### src/hdl/fsns_pkg.sv
// Types, codes and character helpers shared by the number token scanner.
package fsns_pkg;

    localparam int ACC_W = 64;

    // number_format codes
    localparam logic [2:0] FMT_DEC  = 3'd0;
    localparam logic [2:0] FMT_UDEC = 3'd1;
    localparam logic [2:0] FMT_BIN  = 3'd2;
    localparam logic [2:0] FMT_OCT  = 3'd3;
    localparam logic [2:0] FMT_HEX  = 3'd4;
    localparam logic [2:0] FMT_BOOL = 3'd5;

    // configuration register indexes
    localparam logic [1:0] REG_FORMAT    = 2'd0;
    localparam logic [1:0] REG_TWO_STATE = 2'd1;
    localparam logic [1:0] REG_BITS      = 2'd2;

    // digit decode codes; 0..15 are plain digit values
    localparam logic [4:0] CODE_X   = 5'd16;
    localparam logic [4:0] CODE_Z   = 5'd17;
    localparam logic [4:0] CODE_BAD = 5'd18;

    typedef struct packed {
        logic [7:0] character;
        logic       last;
    } t_in_item;

    typedef struct packed {
        logic [ACC_W-1:0] value_plane;
        logic [ACC_W-1:0] unknown_plane;
        logic             rejected;
    } t_out_item;

    // per-token scan state
    typedef struct packed {
        logic [ACC_W-1:0] acc_value;
        logic [ACC_W-1:0] acc_unknown;
        logic             sign_negative;
        logic [2:0]       char_count;
        logic [1:0]       digit_count;
        logic             prefix_held;
        logic             unknown_seen;
        logic             all_high_z;
        logic             token_bad;
        logic             true_match;
        logic             false_match;
    } t_tok_state;

    localparam t_tok_state TOK_RESET = '{
        acc_value:     '0,
        acc_unknown:   '0,
        sign_negative: 1'b0,
        char_count:    3'd0,
        digit_count:   2'd0,
        prefix_held:   1'b0,
        unknown_seen:  1'b0,
        all_high_z:    1'b1,
        token_bad:     1'b0,
        true_match:    1'b1,
        false_match:   1'b1
    };

    function automatic logic [4:0] decode_digit(input logic [7:0] c);
        logic [4:0] code;
        if (c >= "0" && c <= "9")
            code = 5'(c - 8'h30);
        else if (c >= "a" && c <= "f")
            code = 5'(c - 8'h57);
        else if (c >= "A" && c <= "F")
            code = 5'(c - 8'h37);
        else if (c == "x" || c == "X" || c == "?")
            code = CODE_X;
        else if (c == "z" || c == "Z")
            code = CODE_Z;
        else
            code = CODE_BAD;
        return code;
    endfunction

    function automatic logic [7:0] to_lower(input logic [7:0] c);
        logic [7:0] r;
        r = (c >= "A" && c <= "Z") ? c + 8'h20 : c;
        return r;
    endfunction

    function automatic logic is_prefix_letter(input logic [2:0] fmt, input logic [7:0] c);
        logic hit;
        if (fmt == FMT_BIN)
            hit = (c == "b" || c == "B");
        else if (fmt == FMT_OCT)
            hit = (c == "o" || c == "O");
        else
            hit = (c == "x" || c == "X");
        return hit;
    endfunction

    function automatic logic [7:0] true_letter(input logic [1:0] pos);
        logic [7:0] r;
        unique case (pos)
            2'd0:    r = "t";
            2'd1:    r = "r";
            2'd2:    r = "u";
            default: r = "e";
        endcase
        return r;
    endfunction

    function automatic logic [7:0] false_letter(input logic [2:0] pos);
        logic [7:0] r;
        case (pos)
            3'd0:    r = "f";
            3'd1:    r = "a";
            3'd2:    r = "l";
            3'd3:    r = "s";
            3'd4:    r = "e";
            default: r = 8'h00;
        endcase
        return r;
    endfunction

endpackage

### src/hdl/fsns_accum.sv
// Token state registers and the per-character update of the accumulators.
module fsns_accum import fsns_pkg::*; (
    input  logic       i_clk,
    input  logic       i_rst_n,
    input  logic       i_step,
    input  t_in_item   i_item,
    input  logic [2:0] i_fmt,
    output t_tok_state o_upd
);

    t_tok_state       r_tok;
    t_tok_state       n_tok;
    logic [2:0]       pos;
    logic [7:0]       c;
    logic [7:0]       lc;
    logic [4:0]       code;
    logic [3:0]       field;
    logic [3:0]       dv;
    logic [3:0]       du;
    logic             digit_bad;
    logic [ACC_W-1:0] times_ten;

    assign pos       = r_tok.char_count;
    assign c         = i_item.character;
    assign lc        = to_lower(c);
    assign code      = decode_digit(c);
    assign times_ten = {r_tok.acc_value[ACC_W-4:0], 3'b000}
                     + {r_tok.acc_value[ACC_W-2:0], 1'b0}
                     + {{(ACC_W-4){1'b0}}, code[3:0]};

    always_comb begin
        priority if (i_fmt == FMT_BIN)
            field = 4'h1;
        else if (i_fmt == FMT_OCT)
            field = 4'h7;
        else
            field = 4'hF;

        if (code == CODE_X) begin
            dv = field;
            du = field;
        end else if (code == CODE_Z) begin
            dv = 4'h0;
            du = field;
        end else begin
            dv = code[3:0];
            du = 4'h0;
        end
        digit_bad = (code == CODE_BAD) || (!code[4] && code[3:0] > field);
    end

    always_comb begin
        n_tok = r_tok;
        if (pos != 3'd7)
            n_tok.char_count = pos + 3'd1;

        if (i_fmt == FMT_BOOL) begin
            n_tok.true_match  = r_tok.true_match && !pos[2] && lc == true_letter(pos[1:0]);
            n_tok.false_match = r_tok.false_match && pos <= 3'd4 && lc == false_letter(pos);
        end else if (i_fmt <= FMT_HEX) begin
            if (pos == 3'd0 && (c == "+" || c == "-")) begin
                n_tok.sign_negative = (c == "-");
            end else if (c != "_" && !r_tok.token_bad) begin
                if (r_tok.digit_count != 2'd3)
                    n_tok.digit_count = r_tok.digit_count + 2'd1;
                if (i_fmt <= FMT_UDEC) begin
                    if (!code[4] && code[3:0] <= 4'd9) begin
                        if (r_tok.unknown_seen)
                            n_tok.token_bad = 1'b1;
                        else
                            n_tok.acc_value = times_ten;
                    end else if (code == CODE_X || code == CODE_Z) begin
                        n_tok.unknown_seen = 1'b1;
                        n_tok.all_high_z   = r_tok.all_high_z && code == CODE_Z;
                    end else begin
                        n_tok.token_bad = 1'b1;
                    end
                end else if (r_tok.digit_count == 2'd1 && r_tok.acc_value == '0
                             && r_tok.acc_unknown == '0 && is_prefix_letter(i_fmt, c)) begin
                    // possible 0x / 0b / 0o prefix, settled by the next digit or the end
                    n_tok.prefix_held = 1'b1;
                end else begin
                    n_tok.prefix_held = 1'b0;
                    if (digit_bad) begin
                        n_tok.token_bad = 1'b1;
                    end else begin
                        priority if (i_fmt == FMT_BIN) begin
                            n_tok.acc_value   = {r_tok.acc_value[ACC_W-2:0], dv[0]};
                            n_tok.acc_unknown = {r_tok.acc_unknown[ACC_W-2:0], du[0]};
                        end else if (i_fmt == FMT_OCT) begin
                            n_tok.acc_value   = {r_tok.acc_value[ACC_W-4:0], dv[2:0]};
                            n_tok.acc_unknown = {r_tok.acc_unknown[ACC_W-4:0], du[2:0]};
                        end else begin
                            n_tok.acc_value   = {r_tok.acc_value[ACC_W-5:0], dv};
                            n_tok.acc_unknown = {r_tok.acc_unknown[ACC_W-5:0], du};
                        end
                    end
                end
            end
        end
    end

    always_ff @(posedge i_clk) begin
        if (!i_rst_n) begin
            r_tok <= TOK_RESET;
        end else if (i_step) begin
            r_tok <= i_item.last ? TOK_RESET : n_tok;
        end
    end

    assign o_upd = n_tok;

endmodule

### src/hdl/fsns_finish.sv
// End-of-token resolution: boolean words, width mask, prefix, two-state clearing, sign and rejection.
module fsns_finish import fsns_pkg::*; #(
    parameter int MAX_WIDTH = 64
) (
    input  t_tok_state i_tok,
    input  logic [2:0] i_fmt,
    input  logic       i_two_state,
    input  logic [6:0] i_bits,
    output t_out_item  o_item
);

    localparam logic [6:0] MaxBits = 7'(MAX_WIDTH);

    logic [6:0]       mbits;
    logic [ACC_W-1:0] m;
    logic [ACC_W-1:0] pv;
    logic [ACC_W-1:0] pu;
    logic [ACC_W-1:0] v;
    logic [ACC_W-1:0] u;
    logic             ok;
    logic             has_unknown;

    assign mbits = (i_bits > MaxBits) ? MaxBits : i_bits;
    assign m     = ~({ACC_W{1'b1}} << mbits);

    always_comb begin
        ok          = 1'b1;
        v           = '0;
        u           = '0;
        pv          = i_tok.acc_value;
        pu          = i_tok.acc_unknown;
        has_unknown = 1'b0;
        if (i_fmt == FMT_BOOL) begin
            if (i_tok.true_match && i_tok.char_count == 3'd4)
                v = {{(ACC_W-1){1'b0}}, 1'b1} & m;
            else if (!(i_tok.false_match && i_tok.char_count == 3'd5))
                ok = 1'b0;
        end else if (i_fmt > FMT_BOOL || i_tok.token_bad || i_tok.digit_count == 2'd0) begin
            ok = 1'b0;
        end else begin
            if (i_fmt >= FMT_BIN && i_tok.prefix_held) begin
                // a bare "0x" reads as 0 then an x digit; bare 0b / 0o is invalid
                if (i_fmt != FMT_HEX)
                    ok = 1'b0;
                pv = {i_tok.acc_value[ACC_W-5:0], 4'hF};
                pu = {i_tok.acc_unknown[ACC_W-5:0], 4'hF};
            end
            if (i_fmt <= FMT_UDEC && i_tok.unknown_seen) begin
                v = i_tok.all_high_z ? '0 : m;
                u = m;
            end else begin
                v = pv & m;
                u = pu & m;
            end
            has_unknown = (u != '0);
            if (i_two_state) begin
                v = v & ~u;
                u = '0;
            end
            if (i_tok.sign_negative) begin
                if (has_unknown && !i_two_state) begin
                    v = m;
                    u = m;
                end else begin
                    v = (~v + {{(ACC_W-1){1'b0}}, 1'b1}) & m;
                end
            end
        end
        o_item.value_plane   = ok ? v : '0;
        o_item.unknown_plane = ok ? u : '0;
        o_item.rejected      = !ok;
    end

endmodule

### src/hdl/four_state_number_token_scanner_unit.sv
// Four-state number token scanner: top level with config port and request pipeline.
// A token's result goes to the snapshot and then the result register after its last character is accepted.
// Throughput: one character per cycle while o_in_stall is low; input register, state update, snapshot, result.
// With one result waiting and a second held in the snapshot, only the last character
// of the next token stalls; its other characters keep flowing.
// Reset (synchronous, active low) restores config defaults and empties the pipeline.
module four_state_number_token_scanner_unit import fsns_pkg::*; #(
    parameter int MAX_WIDTH = 64
) (
    input  logic        i_clk,
    input  logic        i_rst_n,
    input  logic        i_in_valid,
    input  t_in_item    i_in_data,
    output logic        o_in_stall,
    output logic        o_out_valid,
    output t_out_item   o_out_data,
    input  logic        i_out_stall,
    input  logic        psel,
    input  logic        penable,
    input  logic        pwrite,
    input  logic [3:0]  paddr,
    input  logic [31:0] pwdata,
    output logic [31:0] prdata,
    output logic        pready
);

    logic [2:0] r_fmt;
    logic       r_two_state;
    logic [6:0] r_bits;

    logic       r_in_vld;
    t_in_item   r_in;
    logic       r_snap_vld;
    t_tok_state r_snap;
    logic       r_out_vld;
    t_out_item  r_out;

    logic       n_in_vld;
    logic       n_snap_vld;

    logic       out_adv;
    logic       snap_free;
    logic       s1_move;
    logic       in_acc;
    logic       cfg_wr;
    t_tok_state upd;
    t_out_item  fin;

    assign out_adv   = !r_out_vld || !i_out_stall;
    assign snap_free = !r_snap_vld || out_adv;
    assign s1_move   = r_in_vld && (!r_in.last || snap_free);
    assign o_in_stall = r_in_vld && !s1_move;
    assign in_acc    = i_in_valid && !o_in_stall;

    assign n_in_vld   = in_acc || (r_in_vld && !s1_move);
    assign n_snap_vld = (s1_move && r_in.last) || (r_snap_vld && !out_adv);

    // configuration registers
    assign pready = 1'b1;
    assign cfg_wr = psel && penable && pwrite;

    always_ff @(posedge i_clk) begin
        if (!i_rst_n) begin
            r_fmt       <= FMT_DEC;
            r_two_state <= 1'b0;
            r_bits      <= 7'd32;
        end else if (cfg_wr) begin
            case (paddr[3:2])
                REG_FORMAT:    r_fmt       <= pwdata[2:0];
                REG_TWO_STATE: r_two_state <= pwdata[0];
                REG_BITS:      r_bits      <= pwdata[6:0];
                default:       ;
            endcase
        end
    end

    always_comb begin
        case (paddr[3:2])
            REG_FORMAT:    prdata = {29'd0, r_fmt};
            REG_TWO_STATE: prdata = {31'd0, r_two_state};
            REG_BITS:      prdata = {25'd0, r_bits};
            default:       prdata = 32'd0;
        endcase
    end

    fsns_accum u_accum (
        .i_clk   (i_clk),
        .i_rst_n (i_rst_n),
        .i_step  (s1_move),
        .i_item  (r_in),
        .i_fmt   (r_fmt),
        .o_upd   (upd)
    );

    fsns_finish #(
        .MAX_WIDTH (MAX_WIDTH)
    ) u_finish (
        .i_tok       (r_snap),
        .i_fmt       (r_fmt),
        .i_two_state (r_two_state),
        .i_bits      (r_bits),
        .o_item      (fin)
    );

    always_ff @(posedge i_clk) begin
        if (!i_rst_n) begin
            r_in_vld   <= 1'b0;
            r_snap_vld <= 1'b0;
            r_out_vld  <= 1'b0;
        end else begin
            r_in_vld   <= n_in_vld;
            r_snap_vld <= n_snap_vld;
            if (out_adv)
                r_out_vld <= r_snap_vld;
        end
    end

    always_ff @(posedge i_clk) begin
        if (in_acc)
            r_in <= i_in_data;
        if (s1_move && r_in.last)
            r_snap <= upd;
        if (out_adv)
            r_out <= fin;
    end

    assign o_out_valid = r_out_vld;
    assign o_out_data  = r_out;

endmodule
### config.mk
export PLATFORM = sky130hd
export DESIGN_NAME = four_state_number_token_scanner_unit
export DESIGN_NICKNAME = d
export VERILOG_FILES = /design/src/hdl/fsns_pkg.sv /design/src/hdl/fsns_accum.sv /design/src/hdl/fsns_finish.sv /design/src/hdl/four_state_number_token_scanner_unit.sv
export SDC_FILE = /design/constraint.sdc
export NUM_CORES = 2
export LEC_CHECK = 0
export ABC_CLOCK_PERIOD_IN_PS = 12100
export BUFFER_PORTS_ARGS = -buffer_cell sky130_fd_sc_hd__clkbuf_2
export CORE_ASPECT_RATIO = 0.8
export CORE_MARGIN = 5
export CORE_UTILIZATION = 40
export DETAILED_ROUTE_END_ITERATION = 8
export SYNTH_ARGS = -nofsm -noshare
export SYNTH_HDL_FRONTEND = slang
export SYNTH_SLANG_ARGS = --single-unit
export TNS_END_PERCENT = 1
### constraint.sdc
create_clock -name i_clk -period 12.1 [get_ports i_clk]
set_clock_uncertainty 0.1 [all_clocks]
set_input_delay 1.21 -clock i_clk [delete_from_list [all_inputs] [get_ports i_clk]]
set_output_delay 1.21 -clock i_clk [all_outputs]
set_load 0.02 [all_outputs]
==> reports/metrics.yaml <==
power:
  power_dens_cells_mw_per_mm2: 95.8
  vdd_ir_drop_max_v: 0.000103
  sequentialPowerShare_pct: 48.4
  finalPower_mw: 3.36
  power_report.internal_total_mw: 2.43
  power_frac_clock_pct: 39.7
  leakagePower_nw: 13.0
  share_comb_of_total_power_pct: 11.8
  fraction_of_power_spent_switching_nets_pct: 27.7
  power.switching_mw: 0.932
place:
  placedInstanceArea_mm2: 0.0337
  place.port_buffers: 162
  placement.setup.worst_slack_ns: 4.73
  place_hpwl_um: 92000
  place.gp.congestion: 1.00
synth:
  ys_seq_elements: 432
  adder_cell_share_of_the_synthesized_area_pct: 5.52
  synth_simple_gate_area_share_pct: 18.4
  yosysTopAreaCellShare_pct: 25.8
  top_cells_by_area_in_the_synthesized_netlist: "edfxtp_1 (26%), dfxtp_1 (9.5%), a21oi_1 (6.4%)"
  postSynth.asyncResetShare_pct: 0
  dominant_combinational_cell_family_by_area_after_synthesis: "compound AO/OA/AOI/OAI gates"
  post_synth_top_flop: "edfxtp_1"
  number_of_synthesized_flops_with_an_enable_pin: 278
  synth.cell_area_mm2: 0.0324
  netlist-cell-type-count: 99
  synthesized_area_fraction_occupied_by_ao_oa_aoi_and_oai_cells_pct: 26.6
  mux_share_of_post_synthesis_cell_area_pct: 7.12
  yosysSeqAreaShare_pct: 35.3
  syn-mean-instance-area_um2: 8.57
  synth_warnings: 0
  post-synth-top-area-cell: "edfxtp_1"
  synth_xor_xnor_area_share_pct: 1.68
  synth_cells: 3783
run_status:
  status: "complete, no violations"
drt:
  overall_via_count_from_detail_route: 31200
  drt-initial-drc-count: 4881
  route.detailed.vias_per_inst: 6.40
  antenna_left: 0
  drt_wl_total_um: 125000
  drc_violations: 0
  wl_per_cell_um: 25.7
  detailedRoute.firstPassIterationCount: 7
run:
  max-cap-violations: 0
die:
  io_pins: 216
  fp-row-count: 93
  floorplan.die.width_um: 328
  start_util_pct: 40.3
  dieArea_mm2: 0.0869
  design.core.area_mm2: 0.0804
  die_height_um: 265
global_route:
  grt_overflow_total: 0
  maximum_number_of_pins_on_one_net_before_global_route_repair: 113
  first_pass_grt_wire_length_um: 185000
  grt_util_all_layers_pct: 27.4
  number_of_global_route_vias_before_repair: 27600
  initial_antenna_violation_count: 3
timing:
  rsz0062_at_grt: "false"
  timing.final.hold_violations: 0
  setup_slack_ns: 4.40
  fin_tns_setup_ns: 0
  whs_ns: 0.362
  setup_viol_count_final: 0
  final.period_utilization_pct: 63.6
  clock.fmax_mhz: 130
  final_max_slew_viol_count: 0
  worst-slew-pin-transition_ns: 1.26
  fin_crit_ns: 7.70
  relSlewSlack_pct: 15.0
worst_setup_path:
  setup.worst_path.class: "reg -> reg"
  timing.critical_path.arrival_ns: 7.94
  start_kind: "flop"
  worstReg2RegEnd: "r_snap[138]"
  timing.critical_path.cells: "inv_1, ha_1, nor2b_1, a2111oi_2, nand2_1, o21ai_0, a32o_1, ha_1, ha_1, inv_1, fa_1, nand2b_1, a211oi_1, o311ai_0, a2111oi_0, a211o_1, nand2b_1, o21a_1, nor4_1, or3_1, o21ai_0, o21ai_0"
  worst_path_dominant_cell_family: "compound AO/OA/AOI/OAI gates"
  worstReg2RegStart: "r_in[1]"
  cpMaxStageDelayCell: "edfxtp_1"
  timing.critical_path.to_type: "flop"
  critical_path.max_fanout: 12
  critPathRequiredTime_ns: 12.34
  critical_path.n_buffers_inverters: 2
  setup.reg_to_reg.worst_slack_ns: 4.40
  worst-r2r-cell-count: 22
  critPathMaxStageDelay_ns: 0.64
hold_path:
  hold_path_class: "reg -> reg"
  holdPathEnd: "u_accum.r_tok[3]"
  worstHoldStart: "u_accum.r_tok[3]"
  whs_path_depth: 1
clock_network:
  sink_count: 432
  clock_tree.htree_level_count: 2
  clock_slew_at_the_register_clock_pins_of_the_worst_setup_and_hold_paths_ns: 0.07
  cts_root_buffer: "clkbuf_16"
  cts_made_buffers: 43
  postCtsSetupBuffers: 0
  cts_tree: "done"
  clk_path_buf_depth: 3
  post_cts_sizing_count: 0
  clk_latency_ns: 0.62
  post_cts_hold_buffer_count: 0
finish:
  finish.net_count: 3943
  final_design_area_no_fill_mm2: 0.0351
  syn2layout_area_growth_pct: 8.18
  final_common_cell: "a21oi_1"
  post_route_cells_drive_above_1_share_pct: 10.3
  commonest_cells_after_routing_fill_and_taps_aside: "a21oi_1 (414), nand2_1 (361), nor2_1 (296)"
## power groups by stage
stage	Sequential [mW]	Clock, mW	Combinational, mW
after floorplan	1.66	0	0.243
after global placement	1.66	0	0.382
after detailed placement	1.66	0	0.382
after CTS	1.63	1.36	0.383
after global routing	1.63	1.42	0.418
final	1.63	1.34	0.398
## sequential cells by signal, indices dropped and copies added (netlist names)
signal	cells
r_in_vld	1
u_accum.pos	3
r_snap_vld	1
u_accum.r_tok	137
r_fmt	3
r_two_state	1
o_out_valid	1
r_bits	7
o_out_data	129
r_in	9
r_snap	140
## stage by stage
| stage | std cells | util, % |
|---|---|---|
| after global routing | 4876 | 43.6 |
| after detailed placement | 4797 | 41.9 |
| after floorplan | 3807 | - |
| after global placement | 4797 | 41.9 |
| after CTS | 4876 | 43.6 |
| final | 4877 | 43.6 |
## cell families after synthesis
| family | after synthesis |
|---|---|
| compound gates | 1327 |
| xor+xnor | 62 |
| fa+ha+maj | 142 |
| buf+inv | 376 |
| flops | 432 |
| mux | 226 |
| other cells | 2 |
| simple gates | 1216 |
## Yosys cell counts (12+ instances only)
master       n
a2111oi_0   24
nand3_1     66
dfxtp_1    154
a21oi_1    414
nand2_1    364
o31ai_1     18
buf_2       50
ha_1       139
and3_1      21
a32oi_1     12
xor2_1      29
nor3b_1     13
a22o_1      58
a21o_1      68
a211oi_1    38
a221oi_1    37
nor4b_1     17
clkbuf_1   204
or2_2       12
o2111ai_1   12
nor4_1      91
o21bai_1    18
and2_1      25
edfxtp_1   278
mux2i_1    195
buf_1       26
or3_1       19
o211ai_1    32
xnor2_1     33
mux2_2      27
nor2_1     301
nor3_1      74
a31oi_1     39
inv_1       43
o21a_1      24
o21ai_0    257
a221o_1     17
a22oi_1     81
a211o_1     16
nor2b_1    106
buf_4       41
nand2b_1    29
nand4_1     33
o22ai_1     37
## routing by layer
layer | GRT usage (%) | wire, um | share of wire [%]
met1 | 41.9 | 57100 | 46
met2 | 38.9 | 51300 | 41
met3 | 7.26 | 14300 | 11
met4 | 4.98 | 2420 | 1.9
met5 | 0 | 0 | 0
## worst max path at each step
stage	start	to	slack [ns]	cells after the start
after detailed placement	r_in[1]	r_snap[138]	4.73	22
after global routing	r_in[1]	u_accum.r_tok[138]	4.01	23
after floorplan	r_in[1]	r_snap[137]	6.39	21
after CTS	r_in[1]	u_accum.r_tok[138]	4.65	23
after global placement	r_in[1]	u_accum.r_tok[138]	4.73	23
final	r_in[1]	r_snap[138]	4.40	22
## layout make-up
| cell class | count | area (um2) |
|---|---|---|
| clock buffer | 54 | 1150 |
| inverter | 44 | 165 |
| fill | 7966 | 45300 |
| sequential | 432 | 11400 |
| timing repair buffer | 230 | 1330 |
| tap | 1092 | 1370 |
| antenna | 1 | 2.50 |
| clock inverter | 25 | 211 |
| multi-input combinational | 2999 | 19400 |
## worst reg2reg max path, delay by kind of cell (launching register included)
kind,cells,cell delay (ns)
fa+ha+maj,4,1.13
compound gates,10,3.86
simple gates,6,1.39
buf+inv,2,0.31
flops,1,0.64
No activity file was read; power rests on OpenSTA's default activity.
